**src/rtl/eftx_pkg.sv**
```systemverilog
package eftx_pkg;

   // frame delimiters and escape codes
   localparam logic [7:0] FRAME_HEAD = 8'hFD;
   localparam logic [7:0] FRAME_ESC  = 8'hFE;
   localparam logic [7:0] FRAME_TAIL = 8'hF8;
   localparam logic [7:0] ESC_HEAD   = 8'h7D;
   localparam logic [7:0] ESC_ESC    = 8'h7E;
   localparam logic [7:0] ESC_TAIL   = 8'h78;
   localparam logic [7:0] ESC_NONE   = 8'h00;

   // request opcodes
   localparam logic [1:0] OP_PUSH   = 2'd0;
   localparam logic [1:0] OP_COMMIT = 2'd1;
   localparam logic [1:0] OP_READY  = 2'd2;

   localparam int ERR_W  = 16;
   localparam int USED_W = 6;

   typedef struct packed {
      logic put;
      logic take;
   } ring_ctrl_type;

   typedef struct packed {
      logic empty;
      logic full;
   } ring_stat_type;

   // second byte of an escape pair, ESC_NONE when the byte goes out as is
   function automatic logic [7:0] esc_code(input logic [7:0] b);
      logic [7:0] code;
      code = ESC_NONE;
      if (b == FRAME_HEAD) begin
         code = ESC_HEAD;
      end else if (b == FRAME_ESC) begin
         code = ESC_ESC;
      end else if (b == FRAME_TAIL) begin
         code = ESC_TAIL;
      end
      return code;
   endfunction

endpackage

```
**src/rtl/eftx_ram.sv**
```systemverilog
module eftx_ram #(
   parameter int WIDTH = 8,
   parameter int DEPTH = 64
) (
   input  logic                     clock,
   input  logic                     we,
   input  logic [$clog2(DEPTH)-1:0] waddr,
   input  logic [WIDTH-1:0]         wdata,
   input  logic                     re,
   input  logic [$clog2(DEPTH)-1:0] raddr,
   output logic [WIDTH-1:0]         rdata
);

   logic [WIDTH-1:0] mem_ff [DEPTH];
   logic [WIDTH-1:0] rdata_ff;

   always_ff @(posedge clock) begin
      if (we) begin
         mem_ff[waddr] <= wdata;
      end
      if (re) begin
         rdata_ff <= mem_ff[raddr];
      end
   end

   assign rdata = rdata_ff;

endmodule

```
**src/rtl/eftx_ring.sv**
```systemverilog
module eftx_ring
   import eftx_pkg::*;
#(
   parameter int DEPTH = 64
) (
   input  logic                   clock,
   input  logic                   reset,
   input  ring_ctrl_type          ctrl,
   input  logic [7:0]             put_byte,
   output ring_stat_type          stat,
   output logic [7:0]             take_byte,
   output logic [$clog2(DEPTH):0] used
);

   localparam int AW = $clog2(DEPTH);
   localparam logic [AW-1:0] LAST = AW'(DEPTH - 1);

   logic [AW-1:0] rd_ptr_ff, rd_ptr_in;
   logic [AW-1:0] wr_ptr_ff, wr_ptr_in;
   logic [AW-1:0] rd_next, wr_next;

   // pointers name the last entry read / written; equal means empty
   assign rd_next = (rd_ptr_ff == LAST) ? '0 : rd_ptr_ff + 1'b1;
   assign wr_next = (wr_ptr_ff == LAST) ? '0 : wr_ptr_ff + 1'b1;

   assign stat.empty = (rd_ptr_ff == wr_ptr_ff);
   assign stat.full  = (wr_next == rd_ptr_ff);

   assign rd_ptr_in = ctrl.take ? rd_next : rd_ptr_ff;
   assign wr_ptr_in = ctrl.put  ? wr_next : wr_ptr_ff;

   always_ff @(posedge clock) begin
      if (reset) begin
         rd_ptr_ff <= '0;
         wr_ptr_ff <= '0;
      end else begin
         rd_ptr_ff <= rd_ptr_in;
         wr_ptr_ff <= wr_ptr_in;
      end
   end

   always_comb begin
      used = {1'b0, wr_ptr_ff} - {1'b0, rd_ptr_ff};
      if (wr_ptr_ff < rd_ptr_ff) begin
         used = used + (AW+1)'(DEPTH);
      end
   end

   eftx_ram #(
      .WIDTH (8),
      .DEPTH (DEPTH)
   ) u_ring_ram (
      .clock (clock),
      .we    (ctrl.put),
      .waddr (wr_next),
      .wdata (put_byte),
      .re    (ctrl.take),
      .raddr (rd_next),
      .rdata (take_byte)
   );

`ifndef SYNTH
   a_put_not_full: assert property (@(posedge clock) disable iff (reset)
      ctrl.put |-> !stat.full)
      else $error("ring write while full");

   a_take_not_empty: assert property (@(posedge clock) disable iff (reset)
      ctrl.take |-> !stat.empty)
      else $error("ring read while empty");

   a_no_put_and_take: assert property (@(posedge clock) disable iff (reset)
      !(ctrl.put && ctrl.take))
      else $error("ring written and read in one cycle");
`endif

endmodule

```
**src/rtl/escaped_frame_tx_ring_buffer.sv**
```systemverilog
// Channel   Direction  Handshake              Payload
// req_      in         req_valid / req_stall  req_opcode, req_payload_byte
// rsp_      out        rsp_valid / rsp_stall  rsp_out_valid, rsp_out_byte,
//                                             rsp_error_count, rsp_ring_used
//
// One request at a time. Push runs S_EXEC then S_EMIT, with S_ESC2 between if
// the byte is escaped (one staging write port); ready and unused opcodes run
// S_EXEC then S_EMIT; a good commit adds S_COPY (one ring write per cycle,
// staging read one ahead). Reset is synchronous; no clearing pass, both stores
// start empty. A stalled result holds the block in its final state; the next
// request is taken once that result moves into the output register.
module escaped_frame_tx_ring_buffer
   import eftx_pkg::*;
#(
   parameter int BUF_DEPTH = 64
) (
   input  logic              clock,
   input  logic              reset,
   input  logic              req_valid,
   output logic              req_stall,
   input  logic [1:0]        req_opcode,
   input  logic [7:0]        req_payload_byte,
   output logic              rsp_valid,
   input  logic              rsp_stall,
   output logic              rsp_out_valid,
   output logic [7:0]        rsp_out_byte,
   output logic [ERR_W-1:0]  rsp_error_count,
   output logic [USED_W-1:0] rsp_ring_used
);

   localparam int AW = $clog2(BUF_DEPTH);
   // counts that must reach BUF_DEPTH itself
   localparam int CW = $clog2(BUF_DEPTH + 1);
   // room for length + 4 without wrap
   localparam int LW = CW + 1;
   localparam logic [CW-1:0] DEPTH_C  = CW'(BUF_DEPTH);
   localparam logic [LW-1:0] DEPTH_L  = LW'(BUF_DEPTH);

   localparam logic [2:0] S_IDLE = 3'd0;
   localparam logic [2:0] S_EXEC = 3'd1;
   localparam logic [2:0] S_ESC2 = 3'd2;
   localparam logic [2:0] S_COPY = 3'd3;
   localparam logic [2:0] S_EMIT = 3'd4;

   logic [2:0]       state_ff, state_in;
   logic [1:0]       op_ff, op_in;
   logic [7:0]       byte_ff, byte_in;
   logic [CW-1:0]    len_ff, len_in;      // header slot + stuffed payload
   logic [CW-1:0]    cnt_ff, cnt_in;      // raw payload bytes, saturating
   logic [7:0]       sum_ff, sum_in;
   logic             ovf_ff, ovf_in;
   logic [ERR_W-1:0] err_ff, err_in;
   logic [CW-1:0]    idx_ff, idx_in;      // frame byte being copied
   logic             hit_ff, hit_in;      // ready found a byte

   logic              rsp_valid_ff, rsp_valid_in;
   logic              rsp_ov_ff, rsp_ov_in;
   logic [7:0]        rsp_byte_ff, rsp_byte_in;
   logic [ERR_W-1:0]  rsp_err_ff, rsp_err_in;
   logic [USED_W-1:0] rsp_used_ff, rsp_used_in;

   // staging store port
   logic          stg_we;
   logic [AW-1:0] stg_waddr;
   logic [7:0]    stg_wdata;
   logic          stg_re;
   logic [AW-1:0] stg_raddr;
   logic [7:0]    stg_rdata;

   // ring port
   ring_ctrl_type ring_ctrl;
   ring_stat_type ring_stat;
   logic [7:0]    ring_put;
   logic [7:0]    ring_take;
   logic [AW:0]   ring_used;
   logic [AW+USED_W:0] used_wide;

   // push decode
   logic [7:0]    second;
   logic          has_esc;
   logic          cnt_full;
   logic [LW-1:0] len_need;
   logic          push_ovf;
   logic          frame_bad;
   logic          can_emit;

   assign second   = esc_code(byte_ff);
   assign has_esc  = (second != ESC_NONE);
   assign cnt_full = (cnt_ff >= DEPTH_C);
   // length + need + 2 must stay below the depth
   assign len_need = LW'(len_ff) + (has_esc ? LW'(4) : LW'(3));
   assign push_ovf = ovf_ff || cnt_full || (len_need >= DEPTH_L);
   assign frame_bad = ovf_ff || cnt_full || ((LW'(len_ff) + LW'(2)) >= DEPTH_L);
   assign can_emit = !rsp_valid_ff || !rsp_stall;

   assign used_wide = {{USED_W{1'b0}}, ring_used};

   assign req_stall = (state_ff != S_IDLE);

   always_comb begin
      state_in  = state_ff;
      op_in     = op_ff;
      byte_in   = byte_ff;
      len_in    = len_ff;
      cnt_in    = cnt_ff;
      sum_in    = sum_ff;
      ovf_in    = ovf_ff;
      err_in    = err_ff;
      idx_in    = idx_ff;
      hit_in    = hit_ff;

      rsp_valid_in = rsp_valid_ff && rsp_stall;
      rsp_ov_in    = rsp_ov_ff;
      rsp_byte_in  = rsp_byte_ff;
      rsp_err_in   = rsp_err_ff;
      rsp_used_in  = rsp_used_ff;

      stg_we    = 1'b0;
      stg_waddr = len_ff[AW-1:0];
      stg_wdata = byte_ff;
      stg_re    = 1'b0;
      stg_raddr = idx_ff[AW-1:0] + 1'b1;

      ring_ctrl.put  = 1'b0;
      ring_ctrl.take = 1'b0;
      ring_put       = FRAME_HEAD;

      unique case (state_ff)
         S_IDLE: begin
            if (req_valid) begin
               op_in    = req_opcode;
               byte_in  = req_payload_byte;
               state_in = S_EXEC;
            end
         end

         S_EXEC: begin
            hit_in   = 1'b0;
            state_in = S_EMIT;
            unique case (op_ff)
               OP_PUSH: begin
                  sum_in = sum_ff + byte_ff;
                  if (!cnt_full) begin
                     cnt_in = cnt_ff + 1'b1;
                  end
                  if (push_ovf) begin
                     ovf_in = 1'b1;
                  end else begin
                     // escaped bytes take a second write next cycle
                     stg_we    = 1'b1;
                     stg_wdata = has_esc ? FRAME_ESC : byte_ff;
                     len_in    = len_ff + (has_esc ? CW'(2) : CW'(1));
                     if (has_esc) begin
                        state_in = S_ESC2;
                     end
                  end
               end
               OP_COMMIT: begin
                  if (frame_bad) begin
                     err_in = err_ff + 1'b1;
                     len_in = CW'(1);
                     cnt_in = '0;
                     sum_in = '0;
                     ovf_in = 1'b0;
                  end else begin
                     idx_in   = '0;
                     state_in = S_COPY;
                  end
               end
               OP_READY: begin
                  if (!ring_stat.empty) begin
                     ring_ctrl.take = 1'b1;
                     hit_in         = 1'b1;
                  end
               end
               default: begin
                  // unused opcode: status only
               end
            endcase
         end

         S_ESC2: begin
            // len_ff already counts both bytes of the pair
            stg_we    = 1'b1;
            stg_waddr = len_ff[AW-1:0] - 1'b1;
            stg_wdata = second;
            state_in  = S_EMIT;
         end

         S_COPY: begin
            // fetch the next staged byte while this one goes to the ring
            stg_re = 1'b1;
            if (idx_ff == '0) begin
               ring_put = FRAME_HEAD;
            end else if (idx_ff < len_ff) begin
               ring_put = stg_rdata;
            end else if (idx_ff == len_ff) begin
               ring_put = sum_ff;
            end else begin
               ring_put = FRAME_TAIL;
            end
            if (ring_stat.full) begin
               // truncated: copied bytes stay queued
               err_in   = err_ff + 1'b1;
               len_in   = CW'(1);
               cnt_in   = '0;
               sum_in   = '0;
               ovf_in   = 1'b0;
               state_in = S_EMIT;
            end else begin
               ring_ctrl.put = 1'b1;
               if (idx_ff == len_ff + 1'b1) begin
                  len_in   = CW'(1);
                  cnt_in   = '0;
                  sum_in   = '0;
                  ovf_in   = 1'b0;
                  state_in = S_EMIT;
               end else begin
                  idx_in = idx_ff + 1'b1;
               end
            end
         end

         S_EMIT: begin
            if (can_emit) begin
               rsp_valid_in = 1'b1;
               rsp_ov_in    = hit_ff;
               rsp_byte_in  = hit_ff ? ring_take : 8'h00;
               rsp_err_in   = err_ff;
               rsp_used_in  = used_wide[USED_W-1:0];
               state_in     = S_IDLE;
            end
         end

         default: begin
            state_in = S_IDLE;
         end
      endcase
   end

   always_ff @(posedge clock) begin
      if (reset) begin
         state_ff     <= S_IDLE;
         len_ff       <= CW'(1);
         cnt_ff       <= '0;
         sum_ff       <= '0;
         ovf_ff       <= 1'b0;
         err_ff       <= '0;
         idx_ff       <= '0;
         hit_ff       <= 1'b0;
         rsp_valid_ff <= 1'b0;
      end else begin
         state_ff     <= state_in;
         len_ff       <= len_in;
         cnt_ff       <= cnt_in;
         sum_ff       <= sum_in;
         ovf_ff       <= ovf_in;
         err_ff       <= err_in;
         idx_ff       <= idx_in;
         hit_ff       <= hit_in;
         rsp_valid_ff <= rsp_valid_in;
      end
   end

   // request and result payload
   always_ff @(posedge clock) begin
      op_ff       <= op_in;
      byte_ff     <= byte_in;
      rsp_ov_ff   <= rsp_ov_in;
      rsp_byte_ff <= rsp_byte_in;
      rsp_err_ff  <= rsp_err_in;
      rsp_used_ff <= rsp_used_in;
   end

   assign rsp_valid       = rsp_valid_ff;
   assign rsp_out_valid   = rsp_ov_ff;
   assign rsp_out_byte    = rsp_byte_ff;
   assign rsp_error_count = rsp_err_ff;
   assign rsp_ring_used   = rsp_used_ff;

   // staging store: entry 0 is the header slot and is never read back
   eftx_ram #(
      .WIDTH (8),
      .DEPTH (BUF_DEPTH)
   ) u_stage_ram (
      .clock (clock),
      .we    (stg_we),
      .waddr (stg_waddr),
      .wdata (stg_wdata),
      .re    (stg_re),
      .raddr (stg_raddr),
      .rdata (stg_rdata)
   );

   eftx_ring #(
      .DEPTH (BUF_DEPTH)
   ) u_ring (
      .clock     (clock),
      .reset     (reset),
      .ctrl      (ring_ctrl),
      .put_byte  (ring_put),
      .stat      (ring_stat),
      .take_byte (ring_take),
      .used      (ring_used)
   );

`ifndef SYNTH
   a_len_fits: assert property (@(posedge clock) disable iff (reset)
      !ovf_ff |-> ((LW'(len_ff) + LW'(2)) < DEPTH_L))
      else $error("staged frame longer than the store");

   a_copy_clean: assert property (@(posedge clock) disable iff (reset)
      (state_ff == S_COPY) |-> !ovf_ff)
      else $error("overflowed frame being copied");

   a_rsp_from_emit: assert property (@(posedge clock) disable iff (reset)
      $rose(rsp_valid_ff) |-> ($past(state_ff) == S_EMIT))
      else $error("result raised outside emit");
`endif

endmodule
```
**config.mk**
```make
export PLATFORM = sky130hd
export DESIGN_NAME = escaped_frame_tx_ring_buffer
export DESIGN_NICKNAME = d
export VERILOG_FILES = /design/src/rtl/eftx_pkg.sv /design/src/rtl/eftx_ram.sv /design/src/rtl/eftx_ring.sv /design/src/rtl/escaped_frame_tx_ring_buffer.sv
export SDC_FILE = /design/constraint.sdc
export NUM_CORES = 1
export LEC_CHECK = 0
export BUFFER_PORTS_ARGS = -buffer_cell sky130_fd_sc_hd__buf_2
export CAP_MARGIN = 25
export CORE_MARGIN = 4
export CORE_UTILIZATION = 40
export CTS_BUF_LIST = sky130_fd_sc_hd__clkbuf_8
export DETAILED_ROUTE_END_ITERATION = 8
export MAX_ROUTING_LAYER = met4
export PLACE_DENSITY = 0.63
export SYNTH_ARGS = -nofsm -noshare
export SYNTH_HDL_FRONTEND = slang
export SYNTH_SLANG_ARGS = --single-unit
```
**constraint.sdc**
```tcl
create_clock -name clock -period 17.9 [get_ports clock]
set_input_delay 2.685 -clock clock [delete_from_list [all_inputs] [get_ports clock]]
set_output_delay 2.685 -clock clock [all_outputs]
set_load 0.05 [all_outputs]
```
==> flow_metrics.env, run 1 <==
export IMPL_clkSinkCount=1144
export IMPL_grt_ovfl_total=0
export IMPL_synthTopCellsByCount="edfxtp_1 (1081), nand2_1 (475), nand3_1 (209), nor2_1 (195), mux4_2 (168)"
export IMPL_synth_simple_area_share_pct=9.992
export IMPL_synth_top_area_share_pct=69.56
export IMPL_worstPathRequired_ns=18.33
export IMPL_ios=47
export IMPL_max_slew_margin_pct=24.90
export IMPL_synth_most_common_cell="edfxtp_1"
export IMPL_nets=3176
export IMPL_syn_inst=3016
export IMPL_slew_viol_final=0
export IMPL_synth_edf_count=1081
export IMPL_initial_core_util_pct=40.21
export IMPL_tightestPinTransition_ns=1.121
export IMPL_swShare_pct=22.95
export IMPL_antenna_found_initial=2
export IMPL_h_tree_depth=4
export IMPL_fin_skew_ns=0.05071
export IMPL_syn_nets=3069
export IMPL_ys_ff_latch=1144
export IMPL_fillers=10175
export IMPL_grt_max_degree=181
export IMPL_grt_pass1_vias=26463
export IMPL_yosysTopAreaCell="edfxtp_1"
export IMPL_async_flop_share_pct=0
export IMPL_synth_compound_area_share_pct=4.652
export IMPL_rsz0062_at_grt="no"
export IMPL_clock_path_buffers=3
export IMPL_finalCriticalPeriod_ns=5.199
export IMPL_synth_seq_area_share_pct=72.26
export IMPL_gp_congestion=0.8434
export IMPL_ant_nets=0
export IMPL_cts_tree="done"
export IMPL_start_kind="register"
export IMPL_syn_avg_cell_area_um2=15.47
export IMPL_via_per_inst=5.573
export IMPL_peakVddDrop_uv=67.38
export IMPL_clkTransAtPathRegs_ns=0.06
export IMPL_die_h_um=349.6
export IMPL_synthTopCellsByArea="edfxtp_1 (70%), mux4_2 (8.1%), nand2_1 (3.8%)"
export IMPL_combPwrFrac_pct=5.2
export IMPL_clk_insertion_delay_late_ns=0.83
export IMPL_status="finished, final reports clean"
export IMPL_maxCapViolCount=0
export IMPL_vias=26710
export IMPL_muxShareOfSynthArea_pct=9.250
export IMPL_stdcell_count=4793
export IMPL_leakagePower_uw=0.01740
export IMPL_yosysUniqueCellTypes=75
export IMPL_p_int_uw=4036
export IMPL_routed_wl_mm=110.3
export IMPL_core_area_um2=116000
export IMPL_synthFlopType="edfxtp_1"
export IMPL_grt_pass1_wl_mm=167.1
export IMPL_syn_area_um2=46670
export IMPL_clkPwrFrac_pct=38.2
export IMPL_dpl_hpwl_mm=65.48
export IMPL_hp_class="reg2reg"
export IMPL_timing_hold_violations_final=0
export IMPL_cp_arrival_ns=5.63
export IMPL_numCtsBuffers=173
export IMPL_root_buffer="clkbuf_8"
export IMPL_dieArea_um2=122200
export IMPL_fmax_mhz=192.3
export IMPL_die_x_um=349.6
export IMPL_tns_ns=0
export IMPL_critPathCaptureType="register"
export IMPL_cts_repair_resized=0
export IMPL_core_rowCount=125
export IMPL_worstSetupPathType="reg2reg"
export IMPL_track_usage_pct=18.59
export IMPL_ctsHoldBuffers=0
export IMPL_net_switching_power_uw=1202
export IMPL_postCtsSetupRepairBufs=0
export IMPL_portBuffers=46
export IMPL_p_per_area_nw_per_um2=100.7
export IMPL_synthXorXnorAreaFrac_pct=0.9357
export IMPL_syn_to_final_growth_pct=11.43
export IMPL_seqPwrFrac_pct=56.6
export IMPL_drive_gt1_share_pct=16.14
export IMPL_yosys_warnings=0
export IMPL_crit_fanout=10
export IMPL_drtIter0Drc=2648
export IMPL_synth_top_family_by_area="simple AND/OR/NAND/NOR gates"
export IMPL_post_route_period_util_pct=29.05
export IMPL_drt_wirelength_per_cell_um=23.01
export IMPL_synth_fa_ha_area_share_pct=1.094
export IMPL_drcViolationCount=0
export IMPL_drtPass1Iterations=6
export IMPL_dp_cells=4469
export IMPL_finalSetupViolations=0
registers in the layout, indices dropped and copies added (netlist names), 6 cells and up:
signal                    flops
u_stage_ram.mem_ff          512
u_ring.u_ring_ram.mem_ff    512
cnt_ff                        7
rsp_error_count              16
u_ring.u_ring_ram.rdata       8
u_ring.rd_ptr_ff              6
sum_ff                        8
u_stage_ram.rdata             8
idx_ff                        7
err_ff                       16
rsp_ring_used                 6
rsp_out_byte                  8
byte_ff                       8
len_ff                        7
u_ring.wr_ptr_ff              6
cell families (layout without fill, tap and decap cells):
| family | Yosys count | count (layout) |
|---|---|---|
| compound gates | 305 | 305 |
| xor+xnor | 49 | 49 |
| fa+ha+maj | 39 | 39 |
| buf+inv | 208 | 458 |
| flops | 1144 | 1144 |
| mux | 221 | 221 |
| other cells | 0 | 3 |
| simple gates | 1050 | 1050 |
worst paths after layout:
kind                                start                                   to  slack, ns  depth (start not counted)
setup / recovery     byte_ff[2]$_DFFE_PP_  u_stage_ram.mem_ff[57][3]$_DFFE_PP_      12.70                         13
hold / removal    err_ff[15]$_SDFFE_PP0P_        rsp_error_count[15]$_DFFE_PP_       0.45                          0
setup reg to reg     byte_ff[2]$_DFFE_PP_  u_stage_ram.mem_ff[57][3]$_DFFE_PP_      12.70                         13
hold reg to reg   err_ff[15]$_SDFFE_PP0P_        rsp_error_count[15]$_DFFE_PP_       0.45                          0
placed cells by master (no fill, tap or decap), types with 6 or more instances in the layout:
master	count
nand3_1	207
clkinv_2	18
xnor2_1	32
a211oi_1	12
nand2_1	472
o211ai_1	6
o21ai_4	7
a22o_1	7
dfxtp_1	62
and3_1	14
nand4_1	33
a31oi_1	53
and2_1	17
o21ai_0	23
nor2b_1	6
or4_1	29
edfxtp_1	1081
ha_1	35
clkbuf_8	178
inv_1	110
o31ai_1	22
xor2_1	14
nor2_1	193
buf_4	42
mux4_2	168
or3_1	7
or2_2	6
mux2i_1	51
a32oi_1	47
buf_2	47
nor3_1	24
nor4_1	12
a21oi_1	52
clkinv_1	37
nand2b_1	9
critical path, cell delays in order, from the launching register on:
cell	delay (ns)
edfxtp_1	0.50
nor3_1	0.43
a21oi_1	0.14
nor2_1	0.39
ha_1	0.22
inv_1	0.05
ha_1	0.16
or2_2	0.30
nor3_1	0.21
a211o_1	0.16
a32oi_1	0.25
o21ai_2	0.63
nand3_1	0.55
nor2_1	0.79
layout make-up:
class / instances / area, um^2 / share of cell area (%)
Antenna cell: 3 / 7.507 / 0.01444
Clock buffer: 178 / 2450 / 4.711
Clock inverter: 140 / 750.7 / 1.444
Inverter: 44 / 165.2 / 0.3176
Multi-Input combinational cell: 1664 / 12310 / 23.68
Sequential cell: 1144 / 33730 / 64.86
Tap cell: 1524 / 1907 / 3.667
Timing Repair Buffer: 96 / 679.4 / 1.307
per-stage QoR:
stage	hold slack (ns)	util (%)	power [uW]	cell area, um^2	worst slack [ns]
after detailed placement	0.4481	42.03	3295	48770	12.56
after global routing	0.4697	44.81	5437	52000	12.32
final	0.4540	44.81	5237	52000	12.70
after CTS	0.4605	44.78	5280	51970	12.60
after floorplan	0.4223	-	3196	46670	11.98
after global placement	0.4361	41.93	3290	48660	12.84
power by group through the flow:
stage	sequential, uW	combinational, uW	clock (uW)
floorplan	3030	167	0
global placement	3020	270	0
detailed placement	3020	275	0
CTS	2960	276	2040
global route	2960	293	2180
finish	2960	272	2000
routing by layer:
| layer | vias up | GRT usage, % | part of all wire [%] | wire [um] |
|---|---|---|---|---|
| met4 | 0 | 6.792 | 3.3 | 3625 |
| met5 | - | - | 0 | 0 |
| met3 | 224 | 3.543 | 7.2 | 7900 |
| li1 | 11956 | - | - | - |
| met1 | 13486 | 24.43 | 41 | 45520 |
| met2 | 1044 | 29.06 | 48 | 53250 |
Power figures use the tool's default switching activity.
==> run 2, diff against run 1 <==
PLACE_DENSITY = 0.65   (was 0.63)
clock period = 4.6 ns   (was 17.9 ns; I/O delays follow)
==> run 2 against run 1 <==
  * Non-clock buffer count is 109 higher
  * Maximum frequency is 22% higher
  * Setup slack got worse by 12 ns
  * First-iteration DRC count grew 15%
  * Combinational power rose to 4.2 times the previous value
  * Critical path type unchanged
  * Highest routed layer unchanged
==> flow_metrics.env, run 2 (synthesis gave the netlist of run 1 again) <==
export IMPL_initial_core_util_pct=40.21
export IMPL_p_per_area_nw_per_um2=382.6
export IMPL_rsz0062_at_grt="yes"
export IMPL_final_common_cell="edfxtp_1"
export IMPL_numCtsBuffers=170
export IMPL_status="finished, final reports clean"
export IMPL_ios=47
export IMPL_worstHoldPathCells=3
export IMPL_die_x_um=349.6
export IMPL_peakVddDrop_uv=308.4
export IMPL_grt_ovfl_total=0
export IMPL_finalSetupViolations=0
export IMPL_fin_util_pct=45.58
export IMPL_vias=27234
export IMPL_max_slew_margin_pct=28.61
export IMPL_total_power_uw=20240
export IMPL_grt_pass1_vias=26464
export IMPL_stdcell_count=4889
export IMPL_fin_skew_ns=0.02654
export IMPL_grt_pass1_wl_mm=169.4
export IMPL_finalCriticalPeriod_ns=4.266
export IMPL_grt_max_degree=95
export IMPL_postCtsSetupRepairBufs=0
export IMPL_reg2reg_depth=14
export IMPL_critPathCaptureType="register"
export IMPL_leakagePower_uw=0.01788
export IMPL_antenna_found_initial=4
export IMPL_syn_to_final_growth_pct=13.35
export IMPL_worstPathRequired_ns=5.04
export IMPL_final_cell_mix="edfxtp_1 (1081), nand2_1 (472), nand3_1 (207)"
export IMPL_drcViolationCount=0
export IMPL_crit_fanout=9
export IMPL_startpoint="byte_ff[1]$_DFFE_PP_"
export IMPL_via_per_inst=5.570
export IMPL_track_usage_pct=18.89
export IMPL_die_h_um=349.6
export IMPL_core_area_um2=116000
export IMPL_hp_start="rsp_stall"
export IMPL_root_buffer="clkbuf_8"
export IMPL_drt_wirelength_per_cell_um=22.94
export IMPL_start_kind="register"
export IMPL_clkSinkCount=1144
export IMPL_dieArea_um2=122200
export IMPL_ant_nets=0
export IMPL_cts_tree="done"
export IMPL_reg2reg_from="byte_ff[1]$_DFFE_PP_"
export IMPL_routed_wl_mm=112.2
export IMPL_worstSetupPathType="reg2reg"
export IMPL_post_route_period_util_pct=92.74
export IMPL_clock_path_buffers=3
export IMPL_dp_cells=4567
export IMPL_maxCapViolCount=0
export IMPL_timing_hold_violations_final=0
export IMPL_drtPass1Iterations=6
export IMPL_drive_gt1_share_pct=18.35
export IMPL_fmax_mhz=234.4
export IMPL_nets=3282
export IMPL_cp_arrival_ns=4.70
export IMPL_clkTransAtPathRegs_ns=0.07
export IMPL_portBuffers=46
export IMPL_tightestPinTransition_ns=1.071
export IMPL_gp_congestion=0.8733
export IMPL_clk_insertion_delay_late_ns=0.82
export IMPL_h_tree_depth=4
export IMPL_slew_viol_final=0
export IMPL_top_regs="u_ring.u_ring_ram.mem_ff: 512 flops, u_stage_ram.mem_ff: 512 flops"
export IMPL_whs_ns=0.1864
export IMPL_drtIter0Drc=3050
export IMPL_core_rowCount=125
export IMPL_hp_class="in2reg"
export IMPL_dpl_hpwl_mm=69.45
run 2: cell count changes in the layout (fill, tap and decap cells not counted), sizes merged:
cell | before | now
clkinvlp | 4 | 6
dlygate4sd3 | 0 | 10
clkinv | 56 | 59
buf | 95 | 194
inv | 120 | 103
clkbuf | 179 | 178
run 2: cell type report:
type | count | area (um^2)
Fill cell | 10113 | 63150
Sequential cell | 1144 | 33730
Multi-Input combinational cell | 1664 | 12320
Clock buffer | 177 | 2436
Tap cell | 1524 | 1907
Timing Repair Buffer | 205 | 1702
Clock inverter | 128 | 640.6
Inverter | 44 | 165.2
Antenna cell | 3 | 7.507
run 2: path summary, 6_finish.rpt:
path	endpoint	slack [ns]
worst max-delay path	u_stage_ram.mem_ff[37][1]$_DFFE_PP_	0.33
worst min-delay path	rsp_valid$_SDFF_PP0_	0.19
worst max register to register	u_stage_ram.mem_ff[37][1]$_DFFE_PP_	0.33
worst min register to register	rsp_error_count[15]$_DFFE_PP_	0.46
run 2: per-layer routing:
layer,vias up,routed length (um),global-route usage [%]
li1,12163,-,-
met4,0,2890,6.240
met5,-,0,-
met3,186,8503,3.373
met2,1215,53110,28.77
met1,13670,47660,25.95
run 2: critical path, cell delays in order, from the launching register on:
cell and delay, ns:
edfxtp_1 0.48, xor2_1 0.23, a21oi_1 0.25, nor2_1 0.10
ha_1 0.29, inv_1 0.05, ha_1 0.17, or2_2 0.30
o2111ai_1 0.24, a211o_1 0.14, a32oi_1 0.11, o21ai_2 0.45
buf_4 0.21, nand2b_1 0.20, nor2_1 0.64
run 2: report_power, final:
part / switching, uW / total (uW) / internal (uW)
Combinational: 725 / 1140 / 413
Sequential: 45.6 / 11500 / 11500
Clock: 3810 / 7590 / 3780
run 2: timing repair:
action | 4_1_cts | 5_1_grt
endpoints found under the hold margin | 10 | 0
resized for setup | 0 | 0
endpoints found under the setup margin | 0 | 16
hold buffers | 10 | 0
run 2: per-stage QoR:
stage	setup slack [ns]	TNS [ns]	cell area, um^2
2_1_floorplan	0.1514	0	46680
3_3_place_gp	0.3793	0	49660
3_5_place_dp	0.2750	0	49680
4_1_cts	0.2601	0	52850
5_1_grt	-0.04419	-0.5477	52900
6_report	0.3340	0	52900
